$ cat src/rtl/core/msst_pkg.sv
// Shared types, codes and constants of the multi-slot software timer.
package msst_pkg;

	localparam int unsigned SLOTS_DEF    = 8;
	localparam int unsigned MAX_RESULTS  = 8;
	localparam int unsigned SLOT_FIELD_W = 3;
	localparam int unsigned TIME_W       = 32;
	localparam int unsigned RES_CNT_W    = $clog2(MAX_RESULTS + 1);

	localparam logic [1:0] OP_SET    = 2'd0;
	localparam logic [1:0] OP_CANCEL = 2'd1;
	localparam logic [1:0] OP_TICK   = 2'd2;

	localparam logic [1:0] KIND_SET     = 2'd0;
	localparam logic [1:0] KIND_CANCEL  = 2'd1;
	localparam logic [1:0] KIND_EXPIRED = 2'd2;

	localparam logic [1:0] ST_OK       = 2'd0;
	localparam logic [1:0] ST_NO_SLOT  = 2'd1;
	localparam logic [1:0] ST_BAD_SLOT = 2'd2;

	typedef struct packed {
		logic [1:0]              operation;
		logic [TIME_W-1:0]       interval_ticks;
		logic                    repeat_req;
		logic [SLOT_FIELD_W-1:0] slot_index;
		logic [TIME_W-1:0]       now;
	} in_item_t;

	typedef struct packed {
		logic [1:0]              kind;
		logic [1:0]              status;
		logic [SLOT_FIELD_W-1:0] slot;
		logic                    last;
		logic                    base_tick_running;
	} out_item_t;

	// Request as it travels from cell to cell
	typedef struct packed {
		logic                 vld;
		in_item_t             item;
		logic                 done;
		logic [RES_CNT_W-1:0] n_exp;
	} chain_req_t;

	// Action taken by one cell in one cycle
	typedef struct packed {
		logic                    vld;
		logic [1:0]              kind;
		logic [SLOT_FIELD_W-1:0] slot;
		logic                    inc;
		logic                    dec;
	} cell_evt_t;

endpackage

$ cat src/rtl/core/multi_slot_software_timer.sv
// Top level of the multi-slot software timer: cell chain, busy count and result output.
//
// Usage: drive request and raise start; the request is taken at a rising edge
// with start high and busy low. Operations: set (take the lowest free slot),
// cancel (free one slot) and tick (report every busy slot whose deadline is
// reached, up to eight per tick, in slot order).
// The request walks the row of SLOTS slot cells, one cell per cycle, so busy
// stays high until the request leaves the last cell, and no new request is taken
// before then. Results appear on result, each marked by strobe for one cycle;
// set and cancel give one result, a tick gives zero or more, and the final
// one carries last.
// A finished result is held back by one slot action so that last can be set,
// so results of a tick are not on consecutive cycles in general.
// The receiver cannot stall: every strobed result must be taken that cycle.
// Reset (arst_n low) frees all slots, clears the busy count and drops any
// request in flight; no result is produced for it.
module multi_slot_software_timer import msst_pkg::*; #(
	parameter int unsigned SLOTS = SLOTS_DEF
) (
	input  logic      clk,
	input  logic      arst_n,
	input  logic      start,
	output logic      busy,
	input  in_item_t  request,
	output logic      strobe,
	output out_item_t result
);

	localparam int unsigned CNT_W = $clog2(SLOTS + 1);

	chain_req_t chain [SLOTS+1];
	cell_evt_t  evt [SLOTS];
	cell_evt_t  evt_any;
	chain_req_t tail;

	logic             busy_q;
	logic [CNT_W-1:0] count_q;
	logic [CNT_W-1:0] count_d;
	logic             pend_vld_q;
	logic             pend_vld_d;
	out_item_t        pend_q;
	out_item_t        pend_d;
	logic             strobe_q;
	logic             strobe_d;
	out_item_t        result_q;
	out_item_t        result_d;
	logic             accept;

	assign accept = start && !busy_q;

	always_comb begin
		chain[0]       = '0;
		chain[0].vld   = accept;
		chain[0].item  = request;
	end

	for (genvar g = 0; g < SLOTS; g++) begin : g_cell
		msst_cell #(
			.CELL_IDX(g)
		) u_cell (
			.clk    (clk),
			.arst_n (arst_n),
			.req_in (chain[g]),
			.req_out(chain[g+1]),
			.evt    (evt[g])
		);
	end

	assign tail = chain[SLOTS];

	always_comb begin
		evt_any = '0;
		for (int i = 0; i < SLOTS; i++) begin
			if (evt[i].vld) begin
				evt_any = evt[i];
			end
		end

		count_d = count_q + CNT_W'(evt_any.inc)
			- CNT_W'(evt_any.dec && count_q != '0);

		pend_vld_d = pend_vld_q;
		pend_d     = pend_q;
		strobe_d   = 1'b0;
		result_d   = pend_q;

		// hold each action's result until the next action or the end of the walk
		if (evt_any.vld) begin
			if (pend_vld_q) begin
				strobe_d      = 1'b1;
				result_d.last = 1'b0;
			end
			pend_vld_d                = 1'b1;
			pend_d.kind               = evt_any.kind;
			pend_d.status             = ST_OK;
			pend_d.slot               = evt_any.slot;
			pend_d.last               = 1'b1;
			pend_d.base_tick_running  = count_d != '0;
		end else if (tail.vld) begin
			pend_vld_d = 1'b0;
			if (pend_vld_q) begin
				strobe_d      = 1'b1;
				result_d.last = 1'b1;
			end else if (!tail.done && tail.item.operation == OP_SET) begin
				strobe_d                   = 1'b1;
				result_d.kind              = KIND_SET;
				result_d.status            = ST_NO_SLOT;
				result_d.slot              = '0;
				result_d.last              = 1'b1;
				result_d.base_tick_running = count_q != '0;
			end else if (!tail.done && tail.item.operation == OP_CANCEL) begin
				strobe_d                   = 1'b1;
				result_d.kind              = KIND_CANCEL;
				result_d.status            = ST_BAD_SLOT;
				result_d.slot              = tail.item.slot_index;
				result_d.last              = 1'b1;
				result_d.base_tick_running = count_q != '0;
			end
		end
	end

	always_ff @(posedge clk or negedge arst_n) begin
		if (!arst_n) begin
			busy_q     <= 1'b0;
			count_q    <= '0;
			pend_vld_q <= 1'b0;
			strobe_q   <= 1'b0;
		end else begin
			if (accept) begin
				busy_q <= 1'b1;
			end else if (tail.vld) begin
				busy_q <= 1'b0;
			end
			count_q    <= count_d;
			pend_vld_q <= pend_vld_d;
			strobe_q   <= strobe_d;
		end
	end

	always_ff @(posedge clk) begin
		pend_q   <= pend_d;
		result_q <= result_d;
	end

	assign busy   = busy_q;
	assign strobe = strobe_q;
	assign result = result_q;

endmodule

$ cat src/rtl/core/msst_cell.sv
// One timer slot: holds busy flag, deadline and period, acts on the passing request.
module msst_cell import msst_pkg::*; #(
	parameter int unsigned CELL_IDX = 0
) (
	input  logic       clk,
	input  logic       arst_n,
	input  chain_req_t req_in,
	output chain_req_t req_out,
	output cell_evt_t  evt
);

	localparam bit                      ID_FITS = CELL_IDX < (1 << SLOT_FIELD_W);
	localparam logic [SLOT_FIELD_W-1:0] ID_LO   = SLOT_FIELD_W'(CELL_IDX);

	logic              busy_q;
	logic              busy_d;
	logic [TIME_W-1:0] deadline_q;
	logic [TIME_W-1:0] deadline_d;
	logic [TIME_W-1:0] period_q;
	logic [TIME_W-1:0] period_d;
	chain_req_t        req_q;
	chain_req_t        fwd;
	logic [TIME_W-1:0] sum;
	logic              due;
	logic              is_set;

	always_comb begin
		is_set = req_in.item.operation == OP_SET;
		// one adder: now + interval on set, deadline + period on reload
		sum = (is_set ? req_in.item.now : deadline_q)
			+ (is_set ? req_in.item.interval_ticks : period_q);
		due = busy_q && (req_in.item.now >= deadline_q)
			&& (req_in.n_exp < RES_CNT_W'(MAX_RESULTS));

		busy_d     = busy_q;
		deadline_d = deadline_q;
		period_d   = period_q;
		fwd        = req_in;
		evt        = '0;

		if (req_in.vld) begin
			case (req_in.item.operation)
				OP_SET: begin
					if (!req_in.done && !busy_q) begin
						busy_d     = 1'b1;
						deadline_d = sum;
						period_d   = req_in.item.repeat_req ? req_in.item.interval_ticks : '0;
						fwd.done   = 1'b1;
						evt.vld    = 1'b1;
						evt.kind   = KIND_SET;
						evt.slot   = ID_LO;
						evt.inc    = 1'b1;
					end
				end
				OP_CANCEL: begin
					if (ID_FITS && req_in.item.slot_index == ID_LO && busy_q) begin
						busy_d   = 1'b0;
						fwd.done = 1'b1;
						evt.vld  = 1'b1;
						evt.kind = KIND_CANCEL;
						evt.slot = ID_LO;
						evt.dec  = 1'b1;
					end
				end
				OP_TICK: begin
					if (due) begin
						// reload a periodic slot, drop a one-shot slot
						if (period_q != '0) begin
							deadline_d = sum;
						end else begin
							busy_d = 1'b0;
						end
						fwd.n_exp = req_in.n_exp + RES_CNT_W'(1);
						evt.vld   = 1'b1;
						evt.kind  = KIND_EXPIRED;
						evt.slot  = ID_LO;
						evt.dec   = period_q == '0;
					end
				end
				default: begin
				end
			endcase
		end
	end

	always_ff @(posedge clk or negedge arst_n) begin
		if (!arst_n) begin
			busy_q <= 1'b0;
			req_q  <= '0;
		end else begin
			busy_q <= busy_d;
			req_q  <= fwd;
		end
	end

	always_ff @(posedge clk) begin
		deadline_q <= deadline_d;
		period_q   <= period_d;
	end

	assign req_out = req_q;

endmodule

$ cat config.mk
export PLATFORM = sky130hd
export DESIGN_NAME = multi_slot_software_timer
export DESIGN_NICKNAME = d
export VERILOG_FILES = /design/src/rtl/core/msst_pkg.sv /design/src/rtl/core/multi_slot_software_timer.sv /design/src/rtl/core/msst_cell.sv
export SDC_FILE = /design/constraint.sdc
export NUM_CORES = 2
export LEC_CHECK = 0
export BUFFER_PORTS_ARGS = -buffer_cell sky130_fd_sc_hd__buf_4
export CORE_UTILIZATION = 30
export CTS_CLUSTER_DIAMETER = 150
export DETAILED_ROUTE_END_ITERATION = 8
export PLACE_DENSITY_LB_ADDON = 0.05
export SLEW_MARGIN = 40
export SYNTH_ARGS = -nofsm -noshare
export SYNTH_HDL_FRONTEND = slang
export SYNTH_SLANG_ARGS = --single-unit
$ cat constraint.sdc
create_clock -name clk -period 7.8 [get_ports clk]
set_input_delay 1.95 -clock clk [delete_from_list [all_inputs] [get_ports clk]]
set_output_delay 1.95 -clock clk [all_outputs]
set_load 0.01 [all_outputs]
== Word-level counts from Yosys, hierarchy flattened ==
Index checks and enable logic that the tools add are counted.

* $add $sub $neg: 17
* Multiply operators: 0
* Divide/modulo/power cells: 0
* Magnitude comparators: 15
* Equality and inequality tests: 64
* Shifts and indexed selects: 0
* Multiplexer cells: 233
* Bitwise logic cells: 2
* Reductions and logical operators: 122

{| class="wikitable"
|+ Operator list
! cell !! count
|-
| $mux 32 || 40
|-
| $pmux 32 s2 || 8
|-
| $add 32x32->32 || 8
|-
| $ge 32x32->1 || 8
|-
| $logic_not 32->1 || 8
|-
| $reduce_bool 32->1 || 8
|-
| $pmux 6 s3 || 8
|-
| $mux 8 || 16
|-
| $mux 6 || 16
|-
| $mux 1 || 85
|-
| $mux 7 || 10
|-
| $mux 4 || 15
|-
| $ne 2x1->1 const B || 24
|-
| $reduce_and 5->1 || 9
|-
| $reduce_and 6->1 || 7
|-
| $mux 5 || 8
|-
| $logic_and 1x1->1 || 34
|-
| $ne 2x2->1 const B || 16
|-
| $pmux 1 s2 || 16
|-
| $add 4x1->4 const B || 7
|-
| $lt 4x4->1 const B || 7
|-
| $mux 9 || 3
|-
| $pmux 1 s3 || 8
|-
| $reduce_and 3->1 || 8
|-
| 16 further kinds || 76
|}

* Bits in registers: 1,081
* Bits in latches: 0
* Memory bits (writable): 0
* Memory bits (read-only): 0
* Input bits: 73
* Memories: 0

== Longest topological paths before layout ==
* Word-level depth: 16
* Depth in mapped cells: 19
* Gate-level depth less buffers: 19

== Cells and area by module ==
From an unflattened synthesis, not the netlist that was laid out.

* Cells, all modules: 5,440
* Area, all modules: 61,227.5 µm²

{| class="wikitable"
|+ Modules (own cells, without submodules)
! module !! instances !! cells each !! area each (µm²) !! sequential area each (µm²)
|-
| msst_cell (g_cell[2].u_cell ...) || 2 || 667 || 7,513.5 || 3,848.7
|-
| msst_cell (g_cell[6].u_cell) || 1 || 664 || 7,527.2 || 3,848.7
|-
| msst_cell (g_cell[3].u_cell) || 1 || 667 || 7,517.2 || 3,848.7
|-
| msst_cell (g_cell[0].u_cell) || 1 || 667 || 7,516.0 || 3,848.7
|-
| msst_cell (g_cell[5].u_cell) || 1 || 664 || 7,503.4 || 3,848.7
|-
| msst_cell (g_cell[1].u_cell) || 1 || 669 || 7,492.2 || 3,848.7
|-
| msst_cell (g_cell[7].u_cell) || 1 || 648 || 7,398.3 || 3,848.7
|-
| multi_slot_software_timer || 1 || 127 || 1,246.2 || 535.5
|}

== Least setup slack after synthesis ==
OpenSTA, ideal clock, no wires.

* Path type: input-to-reg
* Start point: input request[30] (netlist bit)
* End point: register pend_q[0] (netlist bit), data pin
* Arrival: 5.639 ns
* Data required time: 7.528 ns
* Setup slack: 1.890 ns
* Cell stages on the path: 18
* Path through: ha_1 a21oi_1 nand2_1 a221oi_1 a21oi_1 o31ai_1 a311oi_1 and4_1 o211a_1 a2111oi_0 nor2_1 ha_1 inv_1 ha_1 inv_1 fa_1 inv_1 or4_1

* Cells in the longest elaborated chain, start to end: 16
* Elaborated cells between the ends (all ways): 19
* Classes of those cells: add/sub: 2; order compare: 1; mux: 13; reduce/logical: 3

{| class="wikitable"
|+ RTL lines
! item !! line !! RTL
|-
| start, declared || multi_slot_software_timer.sv:24 || <nowiki>input in_item_t request,</nowiki>
|-
| $ge 32x32->1 (*) || msst_cell.sv:32 || <nowiki>due = busy_q && (req_in.item.now >= deadline_q)</nowiki>
|-
| $logic_and 1x1->1 (*) || msst_cell.sv:32 ||
|-
| $mux 6 or $mux 1 (tied branches) || msst_cell.sv:66 || <nowiki>if (due) begin</nowiki>
|-
| $pmux 6 s3 or $pmux 1 s2 (tied branches) || msst_cell.sv:42 || <nowiki>case (req_in.item.operation)</nowiki>
|-
| $mux 8 (*) || msst_cell.sv:41 || <nowiki>if (req_in.vld) begin</nowiki>
|-
| $mux 8 (*) (8 in a row) || multi_slot_software_timer.sv:74 || <nowiki>if (evt[i].vld) begin</nowiki>
|-
| $add 4x1->4 or $logic_and 1x1->1 (tied branches) || multi_slot_software_timer.sv:79, multi_slot_software_timer.sv:80 ||
|-
| $sub 4x1->4 (*) || multi_slot_software_timer.sv:80 || <nowiki>- CNT_W'(evt_any.dec && count_q != '0);</nowiki>
|-
| via count_d[1] || multi_slot_software_timer.sv:38 || <nowiki>logic [CNT_W-1:0] count_d;</nowiki>
|-
| $reduce_bool 4->1 (*) || multi_slot_software_timer.sv:98 || <nowiki>pend_d.base_tick_running = count_d != '0;</nowiki>
|-
| end signal, assigned || multi_slot_software_timer.sv:141 || <nowiki>pend_q <= pend_d;</nowiki>
|-
| end, declared || multi_slot_software_timer.sv:41 || <nowiki>out_item_t pend_q;</nowiki>
|}

The timed path passes the listed nets; every way through them passes the cells marked *.
A chain may end at the register's enable or synchronous reset.

== Worst setup path in the final report ==
* Start point: input request[10] (netlist bit)
* End point: register pend_q[0] (netlist bit), data pin

Same word-level chain as after synthesis.

==> key figures <==
Clocking
  • Post-CTS sizing: 0
  • Worst-Skew Late Latency: approximately 0.8 ns
  • H-tree depth: 4
  • CTS tree: built
  • Clk sinks: 1072
  • Post-CTS Setup Inserts: 0
  • Cts hold-fix bufs: 0
  • Clock-pin slew on the worst setup and hold paths: 0.06 ns
  • CTS buffer count: around 140
  • Clock tree buffer depth: 3
  • Root buf cell: clkbuf_16

Logic synthesis
  • Syn_nets: 5771
  • Compound-Gate Fraction of Synth Area: between 10% and 20%
  • Post-Synth Adder-Cell Area: between 10% and 20%
  • Number of enable flip-flop cells after synthesis: slightly above 500
  • Syn Area/Cell: 11.2 um2
  • Mux cell area share after synthesis: between 5 and 6%
  • XOR/XNOR Fraction of Synth Area: roughly 3.5%
  • Post-synth top flop: dfrtp_1
  • Number of library cell types mapped by synthesis: 92
  • Ys Warns: 0
  • Synth Cell Area: between 50000 and 60000 um2
  • Synth async-reset ratio: 50.8%
  • Seq/Total Area, Yosys: approximately half
  • FF+latch count, synth: between 1k and 1.5k
  • Largest family of logic cells by synthesized area: compound AO/OA/AOI/OAI gates
  • Post-Syn Instances: 5143
  • Simple-gate share of the synthesized area: a little under an eighth

STA
  • Worst-margin pin slew: 0.767 ns
  • Final hold vios: 0
  • RSZ-0062 raised after global routing: false
  • Final period utilization: between 70% and 80%
  • Total Neg Setup Slack: 0 ns
  • Number of setup violations in the final report: 0
  • Hold_ws: around 0.37 ns
  • Fmax: around 160 MHz
  • Relative slew slack: roughly half
  • Fin. max-slew vios: 0
  • Minimum clock period after layout: 6.18 ns
  • Clock Skew: about 0.025 ns

Job
  • Max-Cap Viols: 0

Cells and area
  • Fillers: between 15k and 20k
  • Most frequent cells in the layout: dfrtp_1 (540), ha_1 (538), edfxtp_1 (518)
  • Ratio of cells with drive above 1 in the final layout: 12.5%
  • Final nets: roughly 6k
  • Syn-to-layout area delta: 14.9%
  • Commonest non-fill, non-tap cell in the layout: dfrtp_1

Placed design
  • GPL Wtd Cong: between 0.8 and 0.9
  • I/O Buffers: 83
  • HPWL after detailed placement: roughly 120 mm

GRT
  • Initial antenna violation count: 1
  • Global-route met1 utilization: 19.5%
  • Global Route Usage Sum: 15.6%
  • Largest net degree at the start of global routing: between 100 and 150
  • Global route overflow: 0
  • Grt met3 use: ~2.5%
  • Met2 GRT Util: a little over a quarter
  • Number of global-route vias before repair: between 30k and 40k
  • First-pass GRT wire length: 230 mm
  • GR peak layer: met2

Floorplan
  • Num rows: between 150 and 200
  • Initial Util: 30.2%
  • Core ar.: approximately 190000 um2
  • DIE AREA: between 150000 and 200000 um2
  • Die height: between 400 and 500 um
  • I/O pins: 84
  • Die Width: 440 um

Status
  • Outcome: finished, final reports clean

Route
  • 1st-iter DRT viols: about 1.9k
  • DR vias: 37.5k
  • Avg WL per Cell: 18.9 um
  • DRC viols: 0
  • Antenna Nets Post-Route: 0
  • Iteration count of the initial detailed-routing pass: 5
  • Vias per cell: 4.73
  • Routed wire length: 150 mm

Critical path
  • Crit-path cells: buf_4 -> ha_1 -> nand4_1 -> a211oi_1 -> nor3_1 -> buf_4 -> a311oi_1 -> o31ai_1 -> a311oi_1 -> and4_1 -> o211a_1 -> a2111oi_0 -> nor2_1 -> ha_1 -> inv_1 -> ha_1 -> inv_1 -> fa_1 -> inv_1 -> or4_1
  • Buf/Inv on CP: 5
  • CP peak stage delay: around 0.64 ns
  • Crit start category: input pin
  • Critical Path Fanout Max: 3
  • Crit. End Element: flip-flop
  • Worst path slowest cell: a311oi_1
  • Delay-heaviest family, CP: compound AO/OA/AOI/OAI gates
  • Crit Path Category: input pin to flip-flop
  • CP required: ~8.3 ns
  • WP data arrival: ~6.7 ns

Power
  • Flop pwr share: between 40% and 50%
  • Internal power: 11.5 mW
  • Net load switching power: roughly 4.4 mW
  • PD cells: approximately 240 nW/um2
  • Max IR drop VDD: around 0.22 mV
  • Clock Power Share: 40.7%
  • Comb pwr share: between 15 and 20%
  • Leak: ~28 nW
  • Switching part of the total: 27.7%

Hold path
  • Hold Crit Class: flip-flop to flip-flop
-- metal layers --
metal | part of all wire, % | up-vias
li1 | - | 18900
met3 | 3.0 | 211
met5 | 0 | -
met1 | 45 | 17800
met2 | 49 | 495
met4 | 3.1 | 0
-- final timing paths --
kind / cells after the start / endpoint / start / slack [ns]
min in group asynchronous: 1 / g_cell[6].u_cell.req_out[74] / arst_n / 1.15
hold / removal: 0 / g_cell[6].u_cell.req_out[37] / g_cell[5].u_cell.req_out[37] / 0.37
setup / recovery: 20 / pend_q[0] / request[10] / 1.62
max in group asynchronous: 3 / g_cell[0].u_cell.req_out[47] / arst_n / 5.38
setup reg to reg: 16 / pend_q[0] / g_cell[0].u_cell.req_out[28] / 2.24
hold reg to reg: 0 / g_cell[6].u_cell.req_out[37] / g_cell[5].u_cell.req_out[37] / 0.37
-- power groups by stage --
stage	logic (mW)	clock network (mW)	registers (mW)
floorplan	1.99	0	6.72
global placement	2.73	0	6.86
detailed placement	2.75	0	6.86
CTS	2.76	6.75	6.75
global route	3.08	6.94	6.80
finish	2.73	6.49	6.74
-- metrics by stage --
step | setup slack, ns | power (mW) | util, % | cell area [um2] | instances
2_1_floorplan | 1.89 | 8.71 | - | 57600 | 5143
3_3_place_gp | 0.690 | 9.59 | 32.2 | 61400 | 7657
3_5_place_dp | 0.722 | 9.61 | 32.3 | 61400 | 7659
4_1_cts | 1.58 | 16.3 | 34.7 | 66100 | 7917
5_1_grt | 1.36 | 16.8 | 34.7 | 66100 | 7922
6_report | 1.62 | 16.0 | 34.7 | 66100 | 7923
-- cell families (layout without fill, tap and decap cells) --
kind of cell / after synthesis / in the layout
adder cells (fa/ha/maj): 555 / 555
other: 0 / 5
multiplexers: 269 / 269
XOR/XNOR: 233 / 233
AO/OA/AOI/OAI: 1200 / 1200
AND/OR/NAND/NOR: 1334 / 1334
buffers and inverters: 480 / 744
flip-flops: 1072 / 1072
-- synthesized netlist by cell type (45+ instances only) --
library cell / n / area [um2]
a21o_1: 182 / 1370
a21oi_1: 264 / 1320
and2_1: 285 / 1780
clkbuf_1: 99 / 372
dfrtp_1: 545 / 13600
edfxtp_1: 518 / 15600
ha_1: 546 / 6830
inv_1: 356 / 1340
mux2_2: 262 / 2950
nand2_1: 409 / 1540
nand3_1: 60 / 300
nand4_1: 60 / 375
nor2_1: 186 / 698
nor3_1: 64 / 320
nor4_1: 77 / 482
o21ai_0: 435 / 2180
o21bai_1: 45 / 338
xnor2_1: 158 / 1380
xor2_1: 75 / 657
-- state kept, by name, indices dropped and copies added (netlist names) --
register,cells
g_cell.u_cell.busy_q,8
g_cell.u_cell.req_out,530
pend_q,6
result,9
busy,1
strobe,1
g_cell.u_cell.period_q,256
count_q,4
pend_vld_q,1
g_cell.u_cell.deadline_q,256
-- area by class of cell --
type                            count  area (um2)  area share [%]
Multi-Input combinational cell   3591       26500            40.1
Timing Repair Buffer              130        1090            1.65
Antenna cell                        5        12.5          0.0189
Inverter                          356        1340            2.02
Clock buffer                      217        4310            6.51
Tap cell                         2511        3140            4.75
Sequential cell                  1072       29400            44.4
Clock inverter                     41         338           0.511
-- worst register-to-register path, stage by stage (launching register included) --
cell and delay, ns:
dfrtp_1 0.44, ha_1 0.34, a21oi_1 0.17, o21ai_1 0.13, or3_1 0.44, a211oi_2 0.55, o41ai_4 0.26, a31o_2 0.33
o32a_1 0.40, a21oi_1 0.44, o21ai_0 0.17, o31ai_1 0.31, ha_1 0.23, inv_1 0.05, fa_1 0.47, inv_1 0.04
or4_1 0.50
Note: power is estimated with default switching activity, not from simulation.
